File: src/hdl/block_rms_signal_detector_unit_defines.svh
// Assertion macros shared by the block RMS signal detector RTL.
`ifndef BLOCK_RMS_SIGNAL_DETECTOR_UNIT_DEFINES_SVH
`define BLOCK_RMS_SIGNAL_DETECTOR_UNIT_DEFINES_SVH

`ifndef SYNTHESIS

// Check that a property holds on every rising clock edge outside reset.
`define BRSD_ASSERT(label, clk, rst, prop) \
  label: assert property (@(posedge clk) disable iff (rst) (prop)) \
    else $error("assertion failed");

// Check that a condition in one cycle implies a consequence in the next.
`define BRSD_ASSERT_NEXT(label, clk, rst, ante, cons) \
  label: assert property (@(posedge clk) disable iff (rst) (ante) |=> (cons)) \
    else $error("assertion failed");

`else

`define BRSD_ASSERT(label, clk, rst, prop)
`define BRSD_ASSERT_NEXT(label, clk, rst, ante, cons)

`endif

`endif

File: src/hdl/brsd_pkg.sv
// Types and constants shared by the block RMS signal detector.
`timescale 1ns / 1ps
package brsd_pkg;

  localparam int MAX_BLOCK_SAMPLES = 4096;
  localparam int COUNT_W = $clog2(MAX_BLOCK_SAMPLES + 1);
  localparam int SQ_W = 31;
  localparam int THR_W = 31;
  localparam int SUM_W = $clog2(MAX_BLOCK_SAMPLES) + SQ_W;
  localparam int PROD_W = THR_W + COUNT_W;
  localparam int MS_W = 16;
  localparam int TIME_W = 32;
  localparam int CFG_DATA_W = 31;
  localparam int CFG_INDEX_W = 2;

  localparam int FIFO_DEPTH = 8;
  localparam int FIFO_PTR_W = $clog2(FIFO_DEPTH);
  localparam int FIFO_CNT_W = $clog2(FIFO_DEPTH + 1);

  typedef enum logic [CFG_INDEX_W-1:0] {
    REG_DETECT_ENABLE = 2'd0,
    REG_THRESHOLD     = 2'd1,
    REG_ATTACK_MS     = 2'd2,
    REG_RELEASE_MS    = 2'd3
  } reg_index_t;

  typedef struct packed {
    logic              detect_enable;
    logic [THR_W-1:0]  threshold_mean_square;
    logic [MS_W-1:0]   attack_ms;
    logic [MS_W-1:0]   release_ms;
  } cfg_t;

  // One evaluated block, handed from the front to the debounce back end.
  typedef struct packed {
    logic              above;
    logic [TIME_W-1:0] time_ms;
  } block_event_t;

  typedef struct packed {
    logic                  empty;
    logic [FIFO_CNT_W-1:0] count;
  } fifo_status_t;

endpackage

File: src/hdl/brsd_if.sv
// Valid/ready channel interfaces for samples and detector results.
`timescale 1ns / 1ps
interface brsd_sample_if import brsd_pkg::*; ();
  logic                     valid;
  logic                     ready;
  logic signed [15:0]       sample;
  logic                     last_of_block;
  logic [TIME_W-1:0]        time_ms;

  modport source (output valid, sample, last_of_block, time_ms, input ready);
  modport sink (input valid, sample, last_of_block, time_ms, output ready);
endinterface

interface brsd_result_if;
  logic valid;
  logic ready;
  logic signal_present;
  logic signal_changed;
  logic level_above;

  modport source (output valid, signal_present, signal_changed, level_above, input ready);
  modport sink (input valid, signal_present, signal_changed, level_above, output ready);
endinterface

File: src/hdl/brsd_front.sv
// Front end: squares samples, sums blocks and compares against the threshold.
`timescale 1ns / 1ps
`include "block_rms_signal_detector_unit_defines.svh"
module brsd_front import brsd_pkg::*; (
  input  logic             clk,
  input  logic             rst,
  input  cfg_t             cfg,
  brsd_sample_if.sink      samples,
  input  fifo_status_t     fifo_status,
  output logic             push,
  output block_event_t     push_data
);

  // stage A: square and block counting
  logic                  a_valid;
  logic                  a_clear;
  logic                  a_end;
  logic [SQ_W-1:0]       a_sq;
  logic [COUNT_W-1:0]    a_count;
  logic [TIME_W-1:0]     a_time;
  logic [COUNT_W-1:0]    count;
  // stage B: accumulate and scale threshold
  logic [SUM_W-1:0]      acc;
  logic                  b_valid;
  logic [SUM_W-1:0]      b_sum;
  logic [PROD_W-1:0]     b_prod;
  logic [TIME_W-1:0]     b_time;
  // stage C: compare
  logic                  c_valid;
  logic                  c_above;
  logic [TIME_W-1:0]     c_time;

  logic                  accept;
  logic signed [31:0]    sq_full;
  logic [COUNT_W-1:0]    count_inc;
  logic                  block_end;
  logic [SUM_W-1:0]      acc_sum;
  logic [PROD_W-1:0]     prod;
  logic [FIFO_CNT_W-1:0] inflight;
  logic [FIFO_CNT_W-1:0] committed;

  assign accept    = samples.valid & samples.ready;
  assign sq_full   = samples.sample * samples.sample;
  assign count_inc = count + COUNT_W'(1);
  assign block_end = samples.last_of_block || (count_inc == COUNT_W'(MAX_BLOCK_SAMPLES));
  assign acc_sum   = acc + SUM_W'(a_sq);
  assign prod      = PROD_W'(cfg.threshold_mean_square) * PROD_W'(a_count);

  // reserve a queue slot for every block result still in the pipe
  assign inflight  = FIFO_CNT_W'(a_valid & a_end & ~a_clear) + FIFO_CNT_W'(b_valid)
                   + FIFO_CNT_W'(c_valid);
  assign committed = fifo_status.count + inflight;
  assign samples.ready = committed < FIFO_CNT_W'(FIFO_DEPTH);

  always_ff @(posedge clk) begin
    if (rst) begin
      a_valid <= 1'b0;
      a_clear <= 1'b0;
      a_end   <= 1'b0;
      count   <= '0;
    end else begin
      a_valid <= accept;
      if (accept) begin
        if (!cfg.detect_enable) begin
          a_clear <= 1'b1;
          a_end   <= 1'b0;
          count   <= '0;
        end else begin
          a_clear <= 1'b0;
          a_end   <= block_end;
          count   <= block_end ? '0 : count_inc;
        end
      end
    end
  end

  always_ff @(posedge clk) begin
    if (accept) begin
      a_sq    <= sq_full[SQ_W-1:0];
      a_count <= count_inc;
      a_time  <= samples.time_ms;
    end
  end

  always_ff @(posedge clk) begin
    if (rst) begin
      acc     <= '0;
      b_valid <= 1'b0;
      c_valid <= 1'b0;
    end else begin
      b_valid <= a_valid & a_end & ~a_clear;
      c_valid <= b_valid;
      if (a_valid) begin
        if (a_clear || a_end) begin
          acc <= '0;
        end else begin
          acc <= acc_sum;
        end
      end
    end
  end

  always_ff @(posedge clk) begin
    b_sum   <= acc_sum;
    b_prod  <= prod;
    b_time  <= a_time;
    c_above <= PROD_W'(b_sum) >= b_prod;
    c_time  <= b_time;
  end

  assign push              = c_valid;
  assign push_data.above   = c_above;
  assign push_data.time_ms = c_time;

  `BRSD_ASSERT(a_no_overbook, clk, rst,
               (fifo_status.count + inflight) <= FIFO_CNT_W'(FIFO_DEPTH))
  `BRSD_ASSERT_NEXT(a_clear_drops_sum, clk, rst, a_valid && a_clear, acc == '0)

endmodule

File: src/hdl/brsd_fifo.sv
// Short queue of evaluated blocks between the front and the debounce stage.
`timescale 1ns / 1ps
`include "block_rms_signal_detector_unit_defines.svh"
module brsd_fifo import brsd_pkg::*; (
  input  logic          clk,
  input  logic          rst,
  input  logic          push,
  input  block_event_t  push_data,
  input  logic          pop,
  output block_event_t  head,
  output fifo_status_t  status
);

  block_event_t          entries [FIFO_DEPTH];
  logic [FIFO_PTR_W-1:0] wr_ptr;
  logic [FIFO_PTR_W-1:0] rd_ptr;
  logic [FIFO_CNT_W-1:0] count;

  always_ff @(posedge clk) begin
    if (rst) begin
      wr_ptr <= '0;
      rd_ptr <= '0;
      count  <= '0;
    end else begin
      if (push) wr_ptr <= wr_ptr + FIFO_PTR_W'(1);
      if (pop)  rd_ptr <= rd_ptr + FIFO_PTR_W'(1);
      case ({push, pop})
        2'b10:   count <= count + FIFO_CNT_W'(1);
        2'b01:   count <= count - FIFO_CNT_W'(1);
        default: count <= count;
      endcase
    end
  end

  always_ff @(posedge clk) begin
    if (push) entries[wr_ptr] <= push_data;
  end

  assign head         = entries[rd_ptr];
  assign status.count = count;
  assign status.empty = (count == '0);

  `BRSD_ASSERT(a_no_push_full, clk, rst, !push || (count != FIFO_CNT_W'(FIFO_DEPTH)))
  `BRSD_ASSERT(a_no_pop_empty, clk, rst, !pop || (count != '0))

endmodule

File: src/hdl/brsd_back.sv
// Back end: attack/release debounce of the present flag and result register.
`timescale 1ns / 1ps
`include "block_rms_signal_detector_unit_defines.svh"
module brsd_back import brsd_pkg::*; (
  input  logic          clk,
  input  logic          rst,
  input  cfg_t          cfg,
  input  block_event_t  head,
  input  fifo_status_t  fifo_status,
  output logic          pop,
  brsd_result_if.source results
);

  logic              present_flag;
  logic              cand_valid;
  logic              cand_level;
  logic [TIME_W-1:0] cand_start_ms;

  logic [TIME_W-1:0] elapsed;
  logic [MS_W-1:0]   need;
  logic              present_next;
  logic              cand_valid_next;
  logic              changed;

  assign pop     = !fifo_status.empty && (!results.valid || results.ready);
  assign elapsed = head.time_ms - cand_start_ms;
  assign need    = head.above ? cfg.attack_ms : cfg.release_ms;

  always_comb begin
    present_next    = present_flag;
    cand_valid_next = cand_valid;
    changed         = 1'b0;
    if (head.above == present_flag) begin
      cand_valid_next = 1'b0;
    end else if (!cand_valid || cand_level != head.above) begin
      cand_valid_next = 1'b1;
    end else if (elapsed >= TIME_W'(need)) begin
      present_next    = head.above;
      cand_valid_next = 1'b0;
      changed         = 1'b1;
    end
  end

  always_ff @(posedge clk) begin
    if (rst) begin
      present_flag  <= 1'b0;
      cand_valid    <= 1'b0;
      cand_level    <= 1'b0;
      cand_start_ms <= '0;
      results.valid <= 1'b0;
    end else begin
      if (pop) begin
        present_flag <= present_next;
        cand_valid   <= cand_valid_next;
        // arm a fresh candidate
        if (head.above != present_flag && (!cand_valid || cand_level != head.above)) begin
          cand_level    <= head.above;
          cand_start_ms <= head.time_ms;
        end
        results.valid <= 1'b1;
      end else if (results.ready) begin
        results.valid <= 1'b0;
      end
    end
  end

  always_ff @(posedge clk) begin
    if (pop) begin
      results.signal_present <= present_next;
      results.signal_changed <= changed;
      results.level_above    <= head.above;
    end
  end

  `BRSD_ASSERT(a_change_follows_level, clk, rst,
               !(results.valid && results.signal_changed)
               || (results.signal_present == results.level_above))

endmodule

File: src/hdl/block_rms_signal_detector_unit.sv
// Top level of the block RMS signal detector with attack/release debounce.
`timescale 1ns / 1ps
// Usage:
//   samples  - request channel of PCM samples (sample, last_of_block, time_ms).
//   results  - one request per evaluated block: signal_present, signal_changed,
//              level_above. Samples that do not end a block give no result.
//   write_*  - register writes, index 0..3 = detect_enable, threshold_mean_square,
//              attack_ms, release_ms. Write only while the block is idle.
// Throughput is one sample per cycle while samples.ready is high. A block result
// reaches results after its last sample is accepted: square, accumulate and scale
// the threshold, compare, queue, then the debounce stage loads the output register.
// An eight-entry queue sits between the comparison pipeline and the debounce
// stage; samples.ready drops only while eight block results are queued or in
// the pipe, so a stalled receiver holds the front after nine blocks (eight
// queued, one waiting in the output register) and ordinary samples keep
// streaming until then.
// Reset (synchronous, rst high) clears the block sums, the present flag and
// any pending transition, empties the queue and restores register defaults.
// With detect_enable low, samples are taken and dropped, and the partial block
// is discarded; the debounce state is held.
module block_rms_signal_detector_unit import brsd_pkg::*; (
  input  logic                    clk,
  input  logic                    rst,
  brsd_sample_if.sink             samples,
  brsd_result_if.source           results,
  input  logic                    write_enable,
  input  logic [CFG_INDEX_W-1:0]  write_index,
  input  logic [CFG_DATA_W-1:0]   write_data
);

  cfg_t         cfg;
  logic         push;
  block_event_t push_data;
  logic         pop;
  block_event_t head;
  fifo_status_t fifo_status;

  // register file; values are masked to each register's width
  always_ff @(posedge clk) begin
    if (rst) begin
      cfg.detect_enable         <= 1'b1;
      cfg.threshold_mean_square <= THR_W'(1073);
      cfg.attack_ms             <= MS_W'(100);
      cfg.release_ms            <= MS_W'(2000);
    end else if (write_enable) begin
      case (reg_index_t'(write_index))
        REG_DETECT_ENABLE: cfg.detect_enable         <= write_data[0];
        REG_THRESHOLD:     cfg.threshold_mean_square <= write_data[THR_W-1:0];
        REG_ATTACK_MS:     cfg.attack_ms             <= write_data[MS_W-1:0];
        REG_RELEASE_MS:    cfg.release_ms            <= write_data[MS_W-1:0];
        default:           cfg                       <= cfg;
      endcase
    end
  end

  // accept samples and classify each finished block as above or below
  brsd_front u_front (
    .clk         (clk),
    .rst         (rst),
    .cfg         (cfg),
    .samples     (samples),
    .fifo_status (fifo_status),
    .push        (push),
    .push_data   (push_data)
  );

  // decouple the comparison pipeline from a stalled receiver
  brsd_fifo u_fifo (
    .clk       (clk),
    .rst       (rst),
    .push      (push),
    .push_data (push_data),
    .pop       (pop),
    .head      (head),
    .status    (fifo_status)
  );

  // debounce and drive the result register
  brsd_back u_back (
    .clk         (clk),
    .rst         (rst),
    .cfg         (cfg),
    .head        (head),
    .fifo_status (fifo_status),
    .pop         (pop),
    .results     (results)
  );

endmodule

File: src/flat_wrapper.sv
// flat-port wrapper written by rule: the top's interface ports become plain ports
module block_rms_signal_detector_unit_flat import brsd_pkg::*;
  (clk, rst, write_enable, write_index, write_data, samples_valid, samples_sample, samples_last_of_block, samples_time_ms, samples_ready, results_valid, results_signal_present, results_signal_changed, results_level_above, results_ready);
  brsd_sample_if samples_i ();
  brsd_result_if results_i ();
  input  logic clk;
  input  logic rst;
  input  logic write_enable;
  input  logic [CFG_INDEX_W-1:0] write_index;
  input  logic [CFG_DATA_W-1:0] write_data;
  input wire logic [$bits(samples_i.valid)-1:0] samples_valid;
  input wire logic [$bits(samples_i.sample)-1:0] samples_sample;
  input wire logic [$bits(samples_i.last_of_block)-1:0] samples_last_of_block;
  input wire logic [$bits(samples_i.time_ms)-1:0] samples_time_ms;
  output wire logic [$bits(samples_i.ready)-1:0] samples_ready;
  output wire logic [$bits(results_i.valid)-1:0] results_valid;
  output wire logic [$bits(results_i.signal_present)-1:0] results_signal_present;
  output wire logic [$bits(results_i.signal_changed)-1:0] results_signal_changed;
  output wire logic [$bits(results_i.level_above)-1:0] results_level_above;
  input wire logic [$bits(results_i.ready)-1:0] results_ready;
  assign samples_i.valid = samples_valid;
  assign samples_i.sample = samples_sample;
  assign samples_i.last_of_block = samples_last_of_block;
  assign samples_i.time_ms = samples_time_ms;
  assign samples_ready = samples_i.ready;
  assign results_valid = results_i.valid;
  assign results_signal_present = results_i.signal_present;
  assign results_signal_changed = results_i.signal_changed;
  assign results_level_above = results_i.level_above;
  assign results_i.ready = results_ready;
  block_rms_signal_detector_unit u_core (.clk(clk), .rst(rst), .samples(samples_i), .results(results_i), .write_enable(write_enable), .write_index(write_index), .write_data(write_data));
endmodule
File: config.mk
export PLATFORM = sky130hd
export DESIGN_NAME = block_rms_signal_detector_unit_flat
export DESIGN_NICKNAME = d
export VERILOG_FILES = /design/src/hdl/brsd_pkg.sv /design/src/hdl/brsd_if.sv /design/src/hdl/brsd_front.sv /design/src/hdl/brsd_fifo.sv /design/src/hdl/brsd_back.sv /design/src/hdl/block_rms_signal_detector_unit.sv /design/src/flat_wrapper.sv
export VERILOG_INCLUDE_DIRS = /design/src /design/src/hdl
export SDC_FILE = /design/constraint.sdc
export NUM_CORES = 2
export LEC_CHECK = 0
export ABC_CLOCK_PERIOD_IN_PS = 15800
export BUFFER_PORTS_ARGS = -buffer_cell sky130_fd_sc_hd__buf_2
export CORE_MARGIN = 2
export CORE_UTILIZATION = 55
export CTS_BUF_LIST = sky130_fd_sc_hd__clkbuf_8 sky130_fd_sc_hd__clkbuf_16
export DETAILED_ROUTE_END_ITERATION = 12
export GPL_TIMING_DRIVEN = 0
export PLACE_DENSITY_LB_ADDON = 0.2
export SKIP_LAST_GASP = 1
export SYNTH_ARGS = -nofsm -noshare
export SYNTH_HDL_FRONTEND = slang
export SYNTH_SLANG_ARGS = --single-unit
File: constraint.sdc
create_clock -name clk -period 15.8 [get_ports clk]
set_clock_uncertainty 0.2 [all_clocks]
set_input_delay 2.37 -clock clk [delete_from_list [all_inputs] [get_ports clk]]
set_output_delay 2.37 -clock clk [all_outputs]
set_load 0.02 [all_outputs]
==> run summary <==
LAYOUT
------------------------------------------------------------------------------------------
Area growth from synthesis to layout ........................................        9.74%
Fin util ....................................................................        61.1%
Layout net count ............................................................         5674
Final cell count without fillers ............................................         5952
Summed area of non-filler cells in the final layout .........................    53100 µm²
Share of final-layout standard cells stronger than drive strength 1 .........        7.99%

PLACEMENT
------------------------------------------------------------------------------------------
Port Buffer Count ...........................................................           87
Setup slack at placement ....................................................      5.83 ns
Final HPWL from detailed placement ..........................................     87300 µm
Count of placed standard cells including taps ...............................         5816
Weighted congestion at the end of routability-driven global placement .......        0.937
Placed cell area ............................................................    50500 µm²

WORST HOLD PATH
------------------------------------------------------------------------------------------
Worst min-delay path endpoint ............................................... u_core.u_front.c_time[23]
Worst hold path cell count ..................................................            0
Class of the tightest hold or removal check .................................   reg -> reg
Min-Delay Startpoint ........................................................ u_core.u_front.b_time[23]

SYNTHESIS
------------------------------------------------------------------------------------------
Share of synthesized registers carrying an async set or reset ...............           0%
Syn avg cell area ...........................................................     10.6 µm²
Mapped Cells ................................................................         4559
Number of enable-type register cells in the synthesized netlist .............          342
Share of the yosys chip area belonging to registers .........................        34.7%
Synth Register Bits .........................................................          668
Total number of yosys warnings ..............................................            0
Top_reg_cell synth .......................................................... sky130_fd_sc_hd__edfxtp_1
Netlist area before placement ...............................................    48400 µm²
Top cell type by total area after synthesis ................................. sky130_fd_sc_hd__fa_1
Portion of synthesized cell area occupied by the leading cell type ..........        22.9%
Main area contributors after synthesis ...................................... sky130_fd_sc_hd__fa_1, sky130_fd_sc_hd__edfxtp_1, sky130_fd_sc_hd__dfxtp_1, sky130_fd_sc_hd__ha_1, sky130_fd_sc_hd__inv_1
Unique cell type count in the Yosys netlist .................................           92
Syn nets ....................................................................         5497

CLOCK TREE
------------------------------------------------------------------------------------------
Setup bufs post-CTS .........................................................            0
Sinks on Clock Net ..........................................................          668
Clock edge transition at the registers on the reported setup and hold paths .      0.06 ns
Clock latency on the worst-skew pair ........................................      0.64 ns
TritonCTS clock tree ........................................................        built
H-Tree Level Count ..........................................................            3
CTS Buffer Depth ............................................................            3
Clock root cell ............................................................. sky130_fd_sc_hd__clkbuf_16
CTS buffer count ............................................................           73
Cells resized by post-CTS repair ............................................            0
Number of buffers added to fix hold violations after cts ....................            0

GRT
------------------------------------------------------------------------------------------
Number of antenna violations at the first check in global routing ...........            5
Global-route usage over all layers ..........................................        25.9%
Remaining Overflow, GRT .....................................................            0
Via count of the first global-routing pass ..................................        32900
Largest net degree at the start of global routing ...........................           84
First-pass GRT wire length ..................................................    183000 µm

TIMING
------------------------------------------------------------------------------------------
Count of endpoints failing setup in the final report ........................            0
Slew Viols, Final ...........................................................            0
Slew @ Worst Pin ............................................................      1.37 ns
Slew Limit Headroom .........................................................        8.31%
Period Utilization, post-route ..............................................        58.8%
Number of hold-slack violations in the final timing report ..................            0
Min Tclk post-route .........................................................      9.29 ns
Post-route worst setup slack ................................................      6.51 ns
Max Clock Freq ..............................................................      108 MHz
Sum of negative setup slack .................................................         0 ns
RSZ-0062 raised after global routing ........................................           no

FLOORPLANNING
------------------------------------------------------------------------------------------
Core ar. ....................................................................    86900 µm²
Die width ...................................................................       301 µm
Die outline height ..........................................................       301 µm
I/O pin count ...............................................................           92
Die outline area ............................................................    90300 µm²
Starting utilization of the core area .......................................        55.7%
Rows ........................................................................          108

CRITICAL PATH
------------------------------------------------------------------------------------------
Launch point of the worst reg-to-reg path ................................... u_core.u_front.a_count[1]
R2R Setup Slk ...............................................................      8.76 ns
Type of the worst setup path ................................................    in -> reg
CP arrival ..................................................................      9.45 ns
CP required .................................................................     15.96 ns
Critical path fanouts, max ..................................................           10
Worst setup SP type .........................................................    input pin
Count of cells along the worst register-to-register path ....................           22
Worst reg2reg path endpoint ................................................. u_core.u_front.b_prod[42]
Worst setup EP type .........................................................     register

POWER
------------------------------------------------------------------------------------------
Internal power contribution .................................................    0.00580 W
Net load switching power ....................................................    0.00420 W
Switching share of power ....................................................        42.0%
Leakage power summed over all cells .........................................      23.5 nW
Maximum vdd drop ............................................................   0.000185 V
Pwr dens ....................................................................   188 nW/µm²
Sequential fraction of design power .........................................        23.9%
Combinational share of power ................................................        58.7%
Clock share of power ........................................................        17.4%

FLOW RUN
------------------------------------------------------------------------------------------
Max-cap violations ..........................................................            0

STATUS
------------------------------------------------------------------------------------------
Run status .................................................................. complete, no violations

DETAILED ROUTING
------------------------------------------------------------------------------------------
Count of vias placed by the detailed router .................................        32300
Starting DRT DRC Count ......................................................         2215
Number of nets still failing antenna checks after routing ...................            0
Post-DR vias/cell ...........................................................         5.42
Detailed-route wire length per cell .........................................      18.9 µm
Total DRC errors in the routed layout .......................................            0
Sum of routed wire length over all layers ...................................    113000 µm
First-pass iteration count of the detailed router ...........................            5

-- how the worst max path moves through the flow --
stage	startpoint	to	slack [ns]	depth (start not counted)
2_1_floorplan	samples_sample[12]	u_core.u_front.a_sq[29]	7.08	24
6_report	samples_sample[3]	u_core.u_front.a_sq[29]	6.51	25
3_3_place_gp	samples_sample[3]	u_core.u_front.a_sq[29]	5.83	25
3_5_place_dp	samples_sample[3]	u_core.u_front.a_sq[29]	5.83	25
5_1_grt	samples_sample[12]	u_core.u_front.a_sq[29]	6.11	24
4_1_cts	samples_sample[3]	u_core.u_front.a_sq[29]	6.49	25
-- critical path: stages --
cell	delay [ns]
sky130_fd_sc_hd__buf_2	0.19
sky130_fd_sc_hd__clkbuf_1	0.53
sky130_fd_sc_hd__inv_1	0.30
sky130_fd_sc_hd__nor2_1	0.28
sky130_fd_sc_hd__ha_1	0.30
sky130_fd_sc_hd__xor2_1	0.19
sky130_fd_sc_hd__fa_1	0.54
sky130_fd_sc_hd__fa_1	0.52
sky130_fd_sc_hd__inv_1	0.05
sky130_fd_sc_hd__fa_1	0.47
sky130_fd_sc_hd__fa_1	0.54
sky130_fd_sc_hd__inv_1	0.05
sky130_fd_sc_hd__fa_1	0.53
sky130_fd_sc_hd__inv_1	0.04
sky130_fd_sc_hd__ha_1	0.34
sky130_fd_sc_hd__a21o_1	0.17
sky130_fd_sc_hd__a21oi_1	0.28
sky130_fd_sc_hd__inv_1	0.07
sky130_fd_sc_hd__a2111oi_1	0.64
sky130_fd_sc_hd__o31a_1	0.30
sky130_fd_sc_hd__o31ai_1	0.13
sky130_fd_sc_hd__o221ai_1	0.28
sky130_fd_sc_hd__o21bai_1	0.10
sky130_fd_sc_hd__a21oi_1	0.17
sky130_fd_sc_hd__xnor2_1	0.08
-- power groups by stage --
stage / sequential (W) / combinational [W] / clock, W
floorplan: 0.00238 / 0.00458 / 0
global placement: 0.00242 / 0.00574 / 0
detailed placement: 0.00242 / 0.00583 / 0
CTS: 0.00239 / 0.00589 / 0.00178
global route: 0.00242 / 0.00672 / 0.00185
finish: 0.00239 / 0.00587 / 0.00174
-- synth_stat cells (all sizes together), types with 5 or more instances --
| library cell | number |
|---|---|
| a2111oi | 9 |
| a211oi | 52 |
| a21boi | 8 |
| a21o | 67 |
| a21oi | 215 |
| a22o | 16 |
| a22oi | 7 |
| a31o | 6 |
| a31oi | 20 |
| and2 | 185 |
| and3 | 29 |
| buf | 28 |
| clkbuf | 157 |
| dfxtp | 326 |
| edfxtp | 342 |
| fa | 552 |
| ha | 299 |
| inv | 788 |
| mux2 | 33 |
| mux2i | 25 |
| mux4 | 66 |
| nand2 | 542 |
| nand2b | 22 |
| nand3 | 51 |
| nand3b | 24 |
| nand4 | 22 |
| nor2 | 192 |
| nor2b | 43 |
| nor3 | 25 |
| nor3b | 7 |
| nor4 | 9 |
| o211ai | 11 |
| o21a | 30 |
| o21ai | 87 |
| o21bai | 21 |
| o221ai | 5 |
| o31ai | 13 |
| or2 | 7 |
| or3 | 11 |
| xnor2 | 117 |
| xor2 | 39 |
-- kinds of logic (layout without fill, tap and decap cells) --
logic type	after synthesis	count (layout)	share of synthesized area (%)
AO/OA/AOI/OAI	603	603	8.26
XOR/XNOR	156	156	2.83
adder cells (fa/ha/maj)	851	851	30.6
buffers and inverters	975	1212	7.71
flip-flops	668	668	34.7
multiplexers	124	124	4.36
other	0	1	0
AND/OR/NAND/NOR	1182	1182	11.5
-- flip-flops by register name, summed over array words and instances (netlist names), 30 cells and up, named ones only --
register                     flops
u_core.cfg                      64
u_core.u_back.cand_start_ms     32
u_core.u_fifo.entries          264
u_core.u_front.a_sq             30
u_core.u_front.a_time           32
u_core.u_front.acc              43
u_core.u_front.b_prod           44
u_core.u_front.b_sum            43
u_core.u_front.b_time           32
u_core.u_front.c_time           32
-- layout by cell type (no fill, tap or decap), drive strengths merged, types with 33 or more instances in the layout --
master  instances
fa            552
edfxtp        342
inv           815
and2          185
o21ai          87
xnor2         117
nor2          192
mux4           66
xor2           39
ha            299
a21o           67
buf           130
dfxtp         326
clkbuf        242
a211oi         52
nor2b          43
nand2         542
nand3          51
mux2           33
a21oi         215
-- cell type report --
type	instances	area, µm²
fill	7157	33800
inverter	790	2970
buffer	185	763
sequential	668	16800
clock buffer	85	2000
multi-input combinational	2916	27900
timing repair buffer	102	666
tap	1155	1450
clock inverter	50	532
antenna	1	2.50
-- stage by stage --
step / power (W) / hold slack, ns
floorplan: 0.00697 / 0.110
global placement: 0.00816 / 0.111
detailed placement: 0.00825 / 0.112
CTS: 0.0101 / 0.126
global route: 0.0110 / 0.133
finish: 0.0100 / 0.124
-- layer usage --
layer | track usage (%) | up-vias | wire (µm)
met5 | 0 | - | 68
met4 | 6.27 | 6 | 2420
met3 | 3.69 | 140 | 7400
met2 | 39.8 | 942 | 50300
met1 | 39.0 | 16000 | 52300
li1 | - | 15200 | -
No activity file was read; power rests on OpenSTA's default activity.
